<file path="src/hdl/udp_demux_pkg.sv">
`default_nettype none
// ---------------------------------------------------------------------------
// UDP port demultiplexer package
// Shared sizes, operation codes, status codes and sequencer states for the
// destination port demultiplexer.
// ---------------------------------------------------------------------------
package udp_demux_pkg;

	// Number of port bindings held in the table.
	localparam int TABLE_ENTRIES = 8;
	// Width of an index into the table.
	localparam int IDX_W = (TABLE_ENTRIES > 1) ? $clog2(TABLE_ENTRIES) : 1;

	// Bytes in a UDP header.
	localparam logic [15:0] UDP_HDR_BYTES = 16'd8;

	// Item operations.
	typedef enum logic {
		OP_REGISTER = 1'b0,
		OP_DISPATCH = 1'b1
	} op_t;

	// Result status codes.
	typedef enum logic [2:0] {
		ST_BOUND     = 3'd0,
		ST_FULL      = 3'd1,
		ST_DELIVERED = 3'd2,
		ST_SHORT     = 3'd3,
		ST_BADLEN    = 3'd4,
		ST_NOHANDLER = 3'd5
	} status_t;

	// Sequencer states.
	typedef enum logic [1:0] {
		SQ_IDLE,
		SQ_SCAN,
		SQ_DONE
	} seq_state_t;

endpackage : udp_demux_pkg
`default_nettype wire

</file>
<file path="src/hdl/udp_demux_if.sv">
`default_nettype none
// ---------------------------------------------------------------------------
// UDP port demultiplexer channels
// Request channel (binding or received header) and result channel, each with
// a valid/ready handshake; a beat moves when valid and ready are both high.
// ---------------------------------------------------------------------------
interface udp_demux_req_if;
	logic        valid;
	logic        ready;
	logic        operation;
	logic [15:0] port;
	logic [7:0]  handler_id;
	logic [31:0] source_address;
	logic [15:0] header_source_port;
	logic [15:0] header_length;
	logic [15:0] frame_length;

	modport source (
		output valid, operation, port, handler_id, source_address,
		       header_source_port, header_length, frame_length,
		input  ready
	);
	modport sink (
		input  valid, operation, port, handler_id, source_address,
		       header_source_port, header_length, frame_length,
		output ready
	);
endinterface : udp_demux_req_if

interface udp_demux_res_if;
	logic        valid;
	logic        ready;
	logic [2:0]  status;
	logic [7:0]  target_handler;
	logic [31:0] sender_address;
	logic [15:0] sender_port;
	logic [15:0] payload_length;

	modport source (
		output valid, status, target_handler, sender_address, sender_port,
		       payload_length,
		input  ready
	);
	modport sink (
		input  valid, status, target_handler, sender_address, sender_port,
		       payload_length,
		output ready
	);
endinterface : udp_demux_res_if
`default_nettype wire

</file>
<file path="src/hdl/udp_port_demultiplexer_core.sv">
`default_nettype none
// A binding or dispatch beat is accepted, then scans 1 to 8 table entries in turn
// (one entry per cycle through a single port comparator), then the result is offered.
// Dropped dispatch beats (short frame, bad length) skip the scan: result offered next cycle.
// The core takes one item at a time; a new request is accepted only once the result is taken.
// Reset: arst_n clears the sequencer and all used marks, so the table starts empty.
// ---------------------------------------------------------------------------
// UDP destination port demultiplexer core
// Keeps a table of port bindings, binds handlers to ports and routes received
// datagram headers to the handler bound to their destination port.
// ---------------------------------------------------------------------------
module udp_port_demultiplexer_core
	import udp_demux_pkg::*;
(
	input  wire              clk,
	input  wire              arst_n,
	udp_demux_req_if.sink    request,
	udp_demux_res_if.source  result
);

	// Binding table: used marks reset, port and handler only matter when used.
	logic [TABLE_ENTRIES-1:0] bind_used_q;
	logic [15:0]              bind_port_q    [TABLE_ENTRIES];
	logic [7:0]               bind_handler_q [TABLE_ENTRIES];

	// Captured item.
	op_t         item_op_q;
	logic [15:0] item_port_q;
	logic [7:0]  item_handler_q;
	logic [31:0] item_saddr_q;
	logic [15:0] item_sport_q;
	logic [15:0] item_plen_q;

	// Sequencer and scan bookkeeping.
	seq_state_t       state_q, state_next;
	logic [IDX_W-1:0] scan_idx_q;
	logic             free_found_q;
	logic [IDX_W-1:0] free_idx_q;

	// Result registers.
	status_t    res_status_q;
	logic [7:0] res_handler_q;

	// Decode signals.
	logic       req_accept;
	logic       req_short;
	logic       req_badlen;
	logic       scan_active;
	logic       scan_port_eq;
	logic       scan_hit;
	logic       scan_free;
	logic       scan_last;
	logic       res_delivered;
	logic [15:0] req_min_len;

	// Input checks made at acceptance.
	assign req_accept  = request.valid && request.ready;
	assign req_short   = request.frame_length < UDP_HDR_BYTES;
	assign req_badlen  = request.header_length < UDP_HDR_BYTES;
	assign req_min_len = (request.header_length < request.frame_length) ?
	                     request.header_length : request.frame_length;

	// Shared comparator on the entry under the scan index.
	assign scan_port_eq = bind_port_q[scan_idx_q] == item_port_q;
	assign scan_hit     = bind_used_q[scan_idx_q] && scan_port_eq &&
	                      ((item_op_q == OP_REGISTER) || (bind_handler_q[scan_idx_q] != 8'd0));
	assign scan_free    = !bind_used_q[scan_idx_q];
	assign scan_last    = scan_idx_q == IDX_W'(TABLE_ENTRIES - 1);

	// Next state.
	always_comb begin
		state_next = state_q;
		case (state_q)
			SQ_IDLE: begin
				if (request.valid) begin
					if ((request.operation == OP_DISPATCH) && (req_short || req_badlen)) begin
						state_next = SQ_DONE;
					end else begin
						state_next = SQ_SCAN;
					end
				end
			end
			SQ_SCAN: begin
				if (scan_hit || scan_last) begin
					state_next = SQ_DONE;
				end
			end
			SQ_DONE: begin
				if (result.ready) begin
					state_next = SQ_IDLE;
				end
			end
			default: state_next = SQ_IDLE;
		endcase
	end

	// Handshake outputs.
	always_comb begin
		request.ready = 1'b0;
		result.valid  = 1'b0;
		scan_active   = 1'b0;
		case (state_q)
			SQ_IDLE: request.ready = 1'b1;
			SQ_SCAN: scan_active   = 1'b1;
			SQ_DONE: result.valid  = 1'b1;
			default: ;
		endcase
	end

	// Handler, sender and payload fields are zero unless the datagram was delivered.
	assign res_delivered         = res_status_q == ST_DELIVERED;
	assign result.status         = res_status_q;
	assign result.target_handler = res_handler_q;
	assign result.sender_address = res_delivered ? item_saddr_q : 32'd0;
	assign result.sender_port    = res_delivered ? item_sport_q : 16'd0;
	assign result.payload_length = res_delivered ? item_plen_q : 16'd0;

	// Sequencer state and used marks.
	always_ff @(posedge clk or negedge arst_n) begin
		if (!arst_n) begin
			state_q     <= SQ_IDLE;
			bind_used_q <= '0;
		end else begin
			state_q <= state_next;
			if (scan_active && !scan_hit && scan_last && (item_op_q == OP_REGISTER)) begin
				if (free_found_q) begin
					bind_used_q[free_idx_q] <= 1'b1;
				end else if (scan_free) begin
					bind_used_q[scan_idx_q] <= 1'b1;
				end
			end
		end
	end

	// Item capture, scan datapath, table writes and result registers.
	always_ff @(posedge clk) begin
		if (req_accept) begin
			item_op_q      <= op_t'(request.operation);
			item_port_q    <= request.port;
			item_handler_q <= request.handler_id;
			item_saddr_q   <= request.source_address;
			item_sport_q   <= request.header_source_port;
			item_plen_q    <= req_min_len - UDP_HDR_BYTES;
			scan_idx_q     <= '0;
			free_found_q   <= 1'b0;
			free_idx_q     <= '0;
			res_handler_q  <= 8'd0;
			if (request.operation == OP_DISPATCH) begin
				res_status_q <= req_short ? ST_SHORT : ST_BADLEN;
			end else begin
				res_status_q <= ST_BOUND;
			end
		end
		if (scan_active) begin
			if (scan_hit) begin
				// Existing binding: rebind it, or deliver to its handler.
				if (item_op_q == OP_REGISTER) begin
					bind_handler_q[scan_idx_q] <= item_handler_q;
					res_status_q               <= ST_BOUND;
				end else begin
					res_status_q  <= ST_DELIVERED;
					res_handler_q <= bind_handler_q[scan_idx_q];
				end
			end else if (scan_last) begin
				// End of table: claim the lowest free entry or report the miss.
				if (item_op_q == OP_REGISTER) begin
					if (free_found_q) begin
						bind_port_q[free_idx_q]    <= item_port_q;
						bind_handler_q[free_idx_q] <= item_handler_q;
						res_status_q               <= ST_BOUND;
					end else if (scan_free) begin
						bind_port_q[scan_idx_q]    <= item_port_q;
						bind_handler_q[scan_idx_q] <= item_handler_q;
						res_status_q               <= ST_BOUND;
					end else begin
						res_status_q <= ST_FULL;
					end
				end else begin
					res_status_q <= ST_NOHANDLER;
				end
			end else begin
				// Advance and remember the first free entry seen.
				scan_idx_q <= scan_idx_q + IDX_W'(1);
				if (scan_free && !free_found_q) begin
					free_found_q <= 1'b1;
					free_idx_q   <= scan_idx_q;
				end
			end
		end
	end

	// No request is taken while a result is offered.
	a_ready_excl: assert property (@(posedge clk) disable iff (!arst_n)
		!(request.ready && result.valid))
		else $error("request accepted while result pending");

	// A delivered result always names a nonzero handler.
	a_deliver_handler: assert property (@(posedge clk) disable iff (!arst_n)
		(result.valid && (result.status == ST_DELIVERED)) |-> (result.target_handler != 8'd0))
		else $error("delivery to handler zero");

	// Binding items only report bound or full.
	a_register_status: assert property (@(posedge clk) disable iff (!arst_n)
		(result.valid && (item_op_q == OP_REGISTER)) |->
		((result.status == ST_BOUND) || (result.status == ST_FULL)))
		else $error("binding item with dispatch status");

	// Scan index never leaves the table.
	a_scan_range: assert property (@(posedge clk) disable iff (!arst_n)
		scan_active |-> (int'(scan_idx_q) < TABLE_ENTRIES))
		else $error("scan index out of range");

	// A table-full result leaves the used marks unchanged and all set.
	a_full_table: assert property (@(posedge clk) disable iff (!arst_n)
		(result.valid && (result.status == ST_FULL)) |-> (&bind_used_q))
		else $error("table full reported with a free entry");

endmodule : udp_port_demultiplexer_core
`default_nettype wire

</file>
<file path="src/flat_wrapper.sv">
// flat-port wrapper written by rule: the top's interface ports become plain ports
module udp_port_demultiplexer_core_flat import udp_demux_pkg::*;
  (clk, arst_n, request_valid, request_operation, request_port, request_handler_id, request_source_address, request_header_source_port, request_header_length, request_frame_length, request_ready, result_valid, result_status, result_target_handler, result_sender_address, result_sender_port, result_payload_length, result_ready);
  udp_demux_req_if request_i ();
  udp_demux_res_if result_i ();
  input  wire clk;
  input  wire arst_n;
  input wire logic [$bits(request_i.valid)-1:0] request_valid;
  input wire logic [$bits(request_i.operation)-1:0] request_operation;
  input wire logic [$bits(request_i.port)-1:0] request_port;
  input wire logic [$bits(request_i.handler_id)-1:0] request_handler_id;
  input wire logic [$bits(request_i.source_address)-1:0] request_source_address;
  input wire logic [$bits(request_i.header_source_port)-1:0] request_header_source_port;
  input wire logic [$bits(request_i.header_length)-1:0] request_header_length;
  input wire logic [$bits(request_i.frame_length)-1:0] request_frame_length;
  output wire logic [$bits(request_i.ready)-1:0] request_ready;
  output wire logic [$bits(result_i.valid)-1:0] result_valid;
  output wire logic [$bits(result_i.status)-1:0] result_status;
  output wire logic [$bits(result_i.target_handler)-1:0] result_target_handler;
  output wire logic [$bits(result_i.sender_address)-1:0] result_sender_address;
  output wire logic [$bits(result_i.sender_port)-1:0] result_sender_port;
  output wire logic [$bits(result_i.payload_length)-1:0] result_payload_length;
  input wire logic [$bits(result_i.ready)-1:0] result_ready;
  assign request_i.valid = request_valid;
  assign request_i.operation = request_operation;
  assign request_i.port = request_port;
  assign request_i.handler_id = request_handler_id;
  assign request_i.source_address = request_source_address;
  assign request_i.header_source_port = request_header_source_port;
  assign request_i.header_length = request_header_length;
  assign request_i.frame_length = request_frame_length;
  assign request_ready = request_i.ready;
  assign result_valid = result_i.valid;
  assign result_status = result_i.status;
  assign result_target_handler = result_i.target_handler;
  assign result_sender_address = result_i.sender_address;
  assign result_sender_port = result_i.sender_port;
  assign result_payload_length = result_i.payload_length;
  assign result_i.ready = result_ready;
  udp_port_demultiplexer_core u_core (.clk(clk), .arst_n(arst_n), .request(request_i), .result(result_i));
endmodule
</file>
<file path="config.mk">
export PLATFORM = sky130hd
export DESIGN_NAME = udp_port_demultiplexer_core_flat
export DESIGN_NICKNAME = d
export VERILOG_FILES = /design/src/hdl/udp_demux_pkg.sv /design/src/hdl/udp_demux_if.sv /design/src/hdl/udp_port_demultiplexer_core.sv /design/src/flat_wrapper.sv
export SDC_FILE = /design/constraint.sdc
export NUM_CORES = 1
export LEC_CHECK = 0
export BUFFER_PORTS_ARGS = -buffer_cell sky130_fd_sc_hd__buf_2
export CORE_MARGIN = 2
export CORE_UTILIZATION = 45
export DETAILED_ROUTE_END_ITERATION = 8
export MAX_ROUTING_LAYER = met4
export PLACE_DENSITY = 0.68
export SLEW_MARGIN = 25
export SYNTH_ARGS = -nofsm -noshare
export SYNTH_HDL_FRONTEND = slang
export SYNTH_SLANG_ARGS = --single-unit
</file>
<file path="constraint.sdc">
create_clock -name clk -period 4.25 [get_ports clk]
set_input_delay 0.425 -clock clk [delete_from_list [all_inputs] [get_ports clk]]
set_output_delay 0.425 -clock clk [all_outputs]
set_load 0.1 [all_outputs]
</file>
# After elaboration in Yosys (flattened, before gate mapping)
# Memory sizes are Yosys's and may differ from the RTL's. A register that Yosys moved wholly into a read port is not among the register bits.
# Cells that the tools add are included.
# classes
n_addsub	2
multipliers	0
div_mod_pow	0
order_cmp	7
eq_ne	9
n_shift	0
muxes	72
bitwise	4
n_reduce_logical	22
# op_table
operator	count
$mux 16	4
$mux 8	8
$mux 3	19
$lt 16x4->1 const B	2
$mux 32	1
$mux 1	31
$eq 16x16->1	1
$lt 16x16->1	1
$or 8x8->8	2
$reduce_or 16->1	1
$sub 16x4->16 const B	1
$logic_and 1x1->1	10
$mux 2	5
$lt 3x4->1 const B	2
$reduce_bool 8->1	1
$reduce_or 8->1	1
$demux 1 s3	2
$ge 3x1->1 const B	2
$pmux 2 s3	1
$ne 2x1->1 const B	2
$ne 2x2->1 const B	2
$add 3x1->3 const B	1
$bmux 1 s3	1
$eq 3x2->1 const B	1
other kinds (10)	14
# word_totals
reg_bits	117
latchBits	0
ramBits	192
romBits	0
out_inout_bits	77
word_cells	131
memories	2
# mem_list
memory	depth	width	rd	rd_clocked_by_memory_dff	wr	line	source
u_core.bind_port_q	8	16	1	1	1	udp_port_demultiplexer_core.sv:23	logic [15:0] bind_port_q [TABLE_ENTRIES];
u_core.bind_handler_q	8	8	1	1	1	udp_port_demultiplexer_core.sv:24	logic [7:0] bind_handler_q [TABLE_ENTRIES];

# Depth between registers and ports, before layout
# depth
ltp_word	11
depth_mapped	18
depth_no_buf	16

# Worst setup path before layout
# No wires, ideal clock.
# synth_timing
path_kind	register -> register
startpoint	reg u_core.state_q[1]
endpoint	reg u_core.res_status_q[2] (netlist: u_core.result.status[2])
t_arrival_ns	4.295
required_ns	4.174
setup_slack_ns	-0.120
stages_incl_launch_ff	9
n_path_buf	0
synth_period_minus_slack_ns	4.370
path_cell_list	dfrtp_1 nor2_1 nand2_1 inv_1 nand2_1 a2bb2oi_1 nor2_1 a31oi_1 o22ai_1
# synth_between
elab_chain_len	7
word_cells_on_any_way	9
cone_classes	eq/ne: 1; mux: 6; reduce/logical: 2
# synth_lines
element	line	source
from (decl)	udp_port_demultiplexer_core.sv:35	seq_state_t state_q, state_next;
from (signal assigned)	udp_port_demultiplexer_core.sv:124	state_q <= state_next;
$logic_not 2->1 (*)	udp_port_demultiplexer_core.sv:102	case (state_q)
$mux 1 (*)	udp_port_demultiplexer_core.sv:102	
net request_ready	flat_wrapper.sv:16	output wire logic [$bits(request_i.ready)-1:0] request_ready;
$logic_and 1x1->1 (*)	udp_port_demultiplexer_core.sv:57	assign req_accept = request.valid && request.ready;
net u_core.req_accept	udp_port_demultiplexer_core.sv:45	logic req_accept;
$mux 3 (*)	udp_port_demultiplexer_core.sv:137	if (req_accept) begin
$mux 3	udp_port_demultiplexer_core.sv:164	end else if (scan_last) begin
$mux 3	udp_port_demultiplexer_core.sv:155	if (scan_hit) begin
$mux 3 (*)	udp_port_demultiplexer_core.sv:154	if (scan_active) begin
to (signal assigned)	udp_port_demultiplexer_core.sv:149	res_status_q <= req_short ? ST_SHORT : ST_BADLEN;
to (decl)	udp_port_demultiplexer_core.sv:41	status_t res_status_q;
# Mark *: on every way through the listed nets, which the timed path passes. The rest lies on a longest branch.
# A chain may end at the register's enable or synchronous reset.

# Final worst setup path
# layout_timing
startpoint	reg u_core.scan_idx_q[0]
endpoint	mem u_core.bind_handler_q[2][6], enable pin
# layout_between
elab_chain_len	11
word_cells_on_any_way	23
cone_classes	eq/ne: 1; mux: 18; bitwise: 1; reduce/logical: 3
# layout_lines
element	line	source
from (decl)	udp_port_demultiplexer_core.sv:36	logic [IDX_W-1:0] scan_idx_q;
from (signal assigned)	udp_port_demultiplexer_core.sv:183	scan_idx_q <= scan_idx_q + IDX_W'(1);
$bmux 1 s3	udp_port_demultiplexer_core.sv:65, udp_port_demultiplexer_core.sv:67	
$mux 1 (not written as such)	udp_port_demultiplexer_core.sv:65, udp_port_demultiplexer_core.sv:67	
$mux 1	udp_port_demultiplexer_core.sv:171	end else if (scan_free) begin
$mux 1	udp_port_demultiplexer_core.sv:167	if (free_found_q) begin
$mux 1	udp_port_demultiplexer_core.sv:166	if (item_op_q == OP_REGISTER) begin
$mux 1	udp_port_demultiplexer_core.sv:164	
$mux 1	udp_port_demultiplexer_core.sv:155	
$mux 1	udp_port_demultiplexer_core.sv:154	
$mux 1 (not written as such)	udp_port_demultiplexer_core.sv:173	bind_handler_q[scan_idx_q] <= item_handler_q;
$or 1x1->1 (no line)	-	
$mux 1 (no line)	-	
to (decl)	udp_port_demultiplexer_core.sv:24	
# Several ways; a longest one is shown, not always the timed one. The select of a mux whose other input is x is not followed.

==> results.yml <==
place:
  portBuffers: 185
  dp_hpwl_um: 18300
  gp_congestion: 0.870
  pre_cts_ws_ps: 119
yosys:
  synth_top_family_by_area: "multiplexers"
  synthArstFlopShare_pct: 3.24
  yosysMostFrequentCell: "edfxtp_1"
  synth_edf_count: 281
  ys_warn_count: 0
  synth.distinct_cells: 60
  syn_nets: 924
  syn_area_um2: 13000
  synth_ff_type: "edfxtp_1"
  synth_top_area_cell: "edfxtp_1"
  muxShareOfSynthArea_pct: 11.3
  synthAdderAreaFrac_pct: 1.73
  yosysTopAreaCellShare_pct: 64.8
  ys_seq_area_share_pct: 69.5
  synthXorXnorAreaFrac_pct: 2.22
  ys_top_cells_by_area: "edfxtp_1, mux4_2, mux2i_1"
  synth-simple-area-share_pct: 8.40
  netlist_instances: 797
  synth_compound_area_share_pct: 4.41
  ys_ff_latch: 309
  syn_avg_cell_area_um2: 16.3
  synth_common_cells: "edfxtp_1, and2_1, mux2i_1"
sta:
  tns_ps: 0
  fin_ws_ps: 380
  slew_viol_final: 0
  fin_skew_ps: 15.4
  rsz0062_at_grt: "false"
  tightest_slew_ps: 835
  slew_headroom_pct: 44.2
  hold_viol_final: 0
  period_minus_slack_ps: 3870
  fmax_mhz: 258
  post-route-period-util_pct: 91.1
  setup_viol: 0
flow_run:
  maxCapViolations: 0
global_routing:
  grt_usage_pct: 19.1
  antenna_found_initial: 2
  grt_max_degree: 91
  globalRouteOverflowTotal: 0
  grt_pass1_vias: 7932
  grt_pass1_wl_um: 43600
final_layout:
  drive_gt1_share_pct: 32.4
  area_growth_pct: 20.7
  fill_cells: 2289
  final_nets: 1145
  fin_util_pct: 54.9
cts:
  clock_path_buffers: 3
  clkSinkCount: 309
  cts_setup_buffers: 0
  cts-buffers-inserted: 34
  cts_tree: "built"
  clock_latency_ps: 510
  root_buffer: "clkbuf_16"
  htree_levels: 2
  clkTransAtPathRegs_ps: 60
detailed_routing:
  wire_per_inst_um: 19.6
  drt_iter0_drc: 562
  drc: 0
  firstDrtPassIters: 4
  ant_nets: 0
  wl_met3_um: 1950
  routed_wl_um: 27900
  num_vias: 7598
  top_layer: "met4"
  vias_per_cell: 5.33
  route.met2.wl_um: 13300
  wl_met1_um: 12100
die:
  core_um2: 28600
  placementRows: 62
  dieArea_um2: 30300
  initial_core_util_pct: 45.5
  io_pins: 186
  die-width_um: 174
  die_h_um: 174
critical_path:
  worst_setup_path_start_kind: "flip-flop"
  worstPathArrival_ps: 4080
  worstSetupStartpoint: "u_core.scan_idx_q[0]$_DFF_P_"
  worstPathMaxFanout: 16
  endpoint_kind: "flip-flop"
  cp.required_ps: 4460
  rr_startpoint: "u_core.scan_idx_q[0]$_DFF_P_"
  critPathKind: "flip-flop to flip-flop"
worst_hold_path:
  worstHoldStart: "request_header_source_port[13]"
  hold_path.class: "primary input to flip-flop"
power:
  ir_drop_uv: 352
  leakage_nw: 5.92
  powerDensity_nw_per_um2: 578
  power.total_mw: 9.08
status:
  outcome: "finished, final reports clean"
==> layer usage <==
metal / vias up / GRT usage (%)
met3: 43 / 4.86
li1: 3509 / -
met1: 3766 / 24.6
met2: 280 / 30.1
met4: 0 / 5.46
met5: - / -
==> layout make-up <==
type	instances	area [µm²]	share of cell area [%]
Clock buffer	42	912	5.80
Tap cell	384	480	3.06
Timing Repair Buffer	220	1250	7.98
Clock inverter	15	174	1.11
Antenna cell	2	5.00	0.0318
Sequential cell	309	9060	57.6
Multi-Input combinational cell	424	3720	23.7
Inverter	29	113	0.717
==> where the power goes <==
group / switching [mW] / leakage, nW / internal (mW)
Clock: 1.15 / 0.533 / 1.72
Sequential: 0.305 / 2.83 / 3.71
Combinational: 1.21 / 2.56 / 0.990
Total: 2.66 / 5.92 / 6.42
==> timing repair <==
action	CTS	global route
gates resized for setup	0	3
hold buffers	1	0
setup endpoints to repair	0	57
hold endpoints to repair	10	0
==> worst max-delay path, stage by stage (launching register included) <==
cell and delay [ps]:
dfxtp_4 520, buf_4 350, mux4_2 540, mux2i_1 180
xnor2_1 90, or4_1 590, nor4_2 460, a21oi_1 270
o32ai_1 330, buf_4 240
==> state kept, by name, summed over array words and instances (netlist names), 8 cells and up <==
register and count:
u_core.item_plen_q 16, u_core.bind_port_q 128, u_core.item_sport_q 16, u_core.item_handler_q 8
u_core.bind_handler_q 64, u_core.result.target_handler 8, u_core.item_port_q 16, u_core.bind_used_q 8
u_core.item_saddr_q 32
==> final timing paths <==
path / cells after the start / endpoint / slack (ps)
max: 9 / u_core.bind_handler_q[2][6]$_DFFE_PP_ / 380
min: 1 / u_core.item_sport_q[13]$_DFFE_PP_ / 80
max reg2reg: 9 / u_core.bind_handler_q[2][6]$_DFFE_PP_ / 380
min reg2reg: 2 / u_core.result.target_handler[1]$_DFF_P_ / 460
max in group asynchronous: 2 / u_core.bind_used_q[6]$_DFFE_PN0P_ / 3690
min in group asynchronous: 2 / u_core.state_q[0]$_DFFE_PN0P_ / 350
==> cell families (layout without fill, tap and decap cells) <==
group                    after synthesis  in the layout
multiplexers                          92             92
buffers and inverters                 64            306
AND/OR/NAND/NOR                      196            196
other                                  0              2
adder cells (fa/ha/maj)               18             18
flip-flops                           309            309
XOR/XNOR                              33             33
AO/OA/AOI/OAI                         85             85
==> cell usage in the layout (no fill, tap or decap), types with 29 or more instances in the layout <==
| cell | instances |
|---|---|
| mux4_2 | 44 |
| and2_1 | 66 |
| clkbuf_16 | 35 |
| buf_4 | 29 |
| xnor2_1 | 30 |
| mux2i_1 | 45 |
| buf_2 | 185 |
| nor2_1 | 33 |
| edfxtp_1 | 281 |
| nand2_1 | 35 |
==> per-stage QoR <==
stage               instance area, µm²  cells  hold WS (ps)
finish                           15700   1425          81.7
global route                     15700   1425          60.5
CTS                              15700   1423          57.3
detailed placement               14600   1365           308
global placement                 14600   1365           299
floorplan                        13000    797           129
Power figures use the tool's default switching activity.
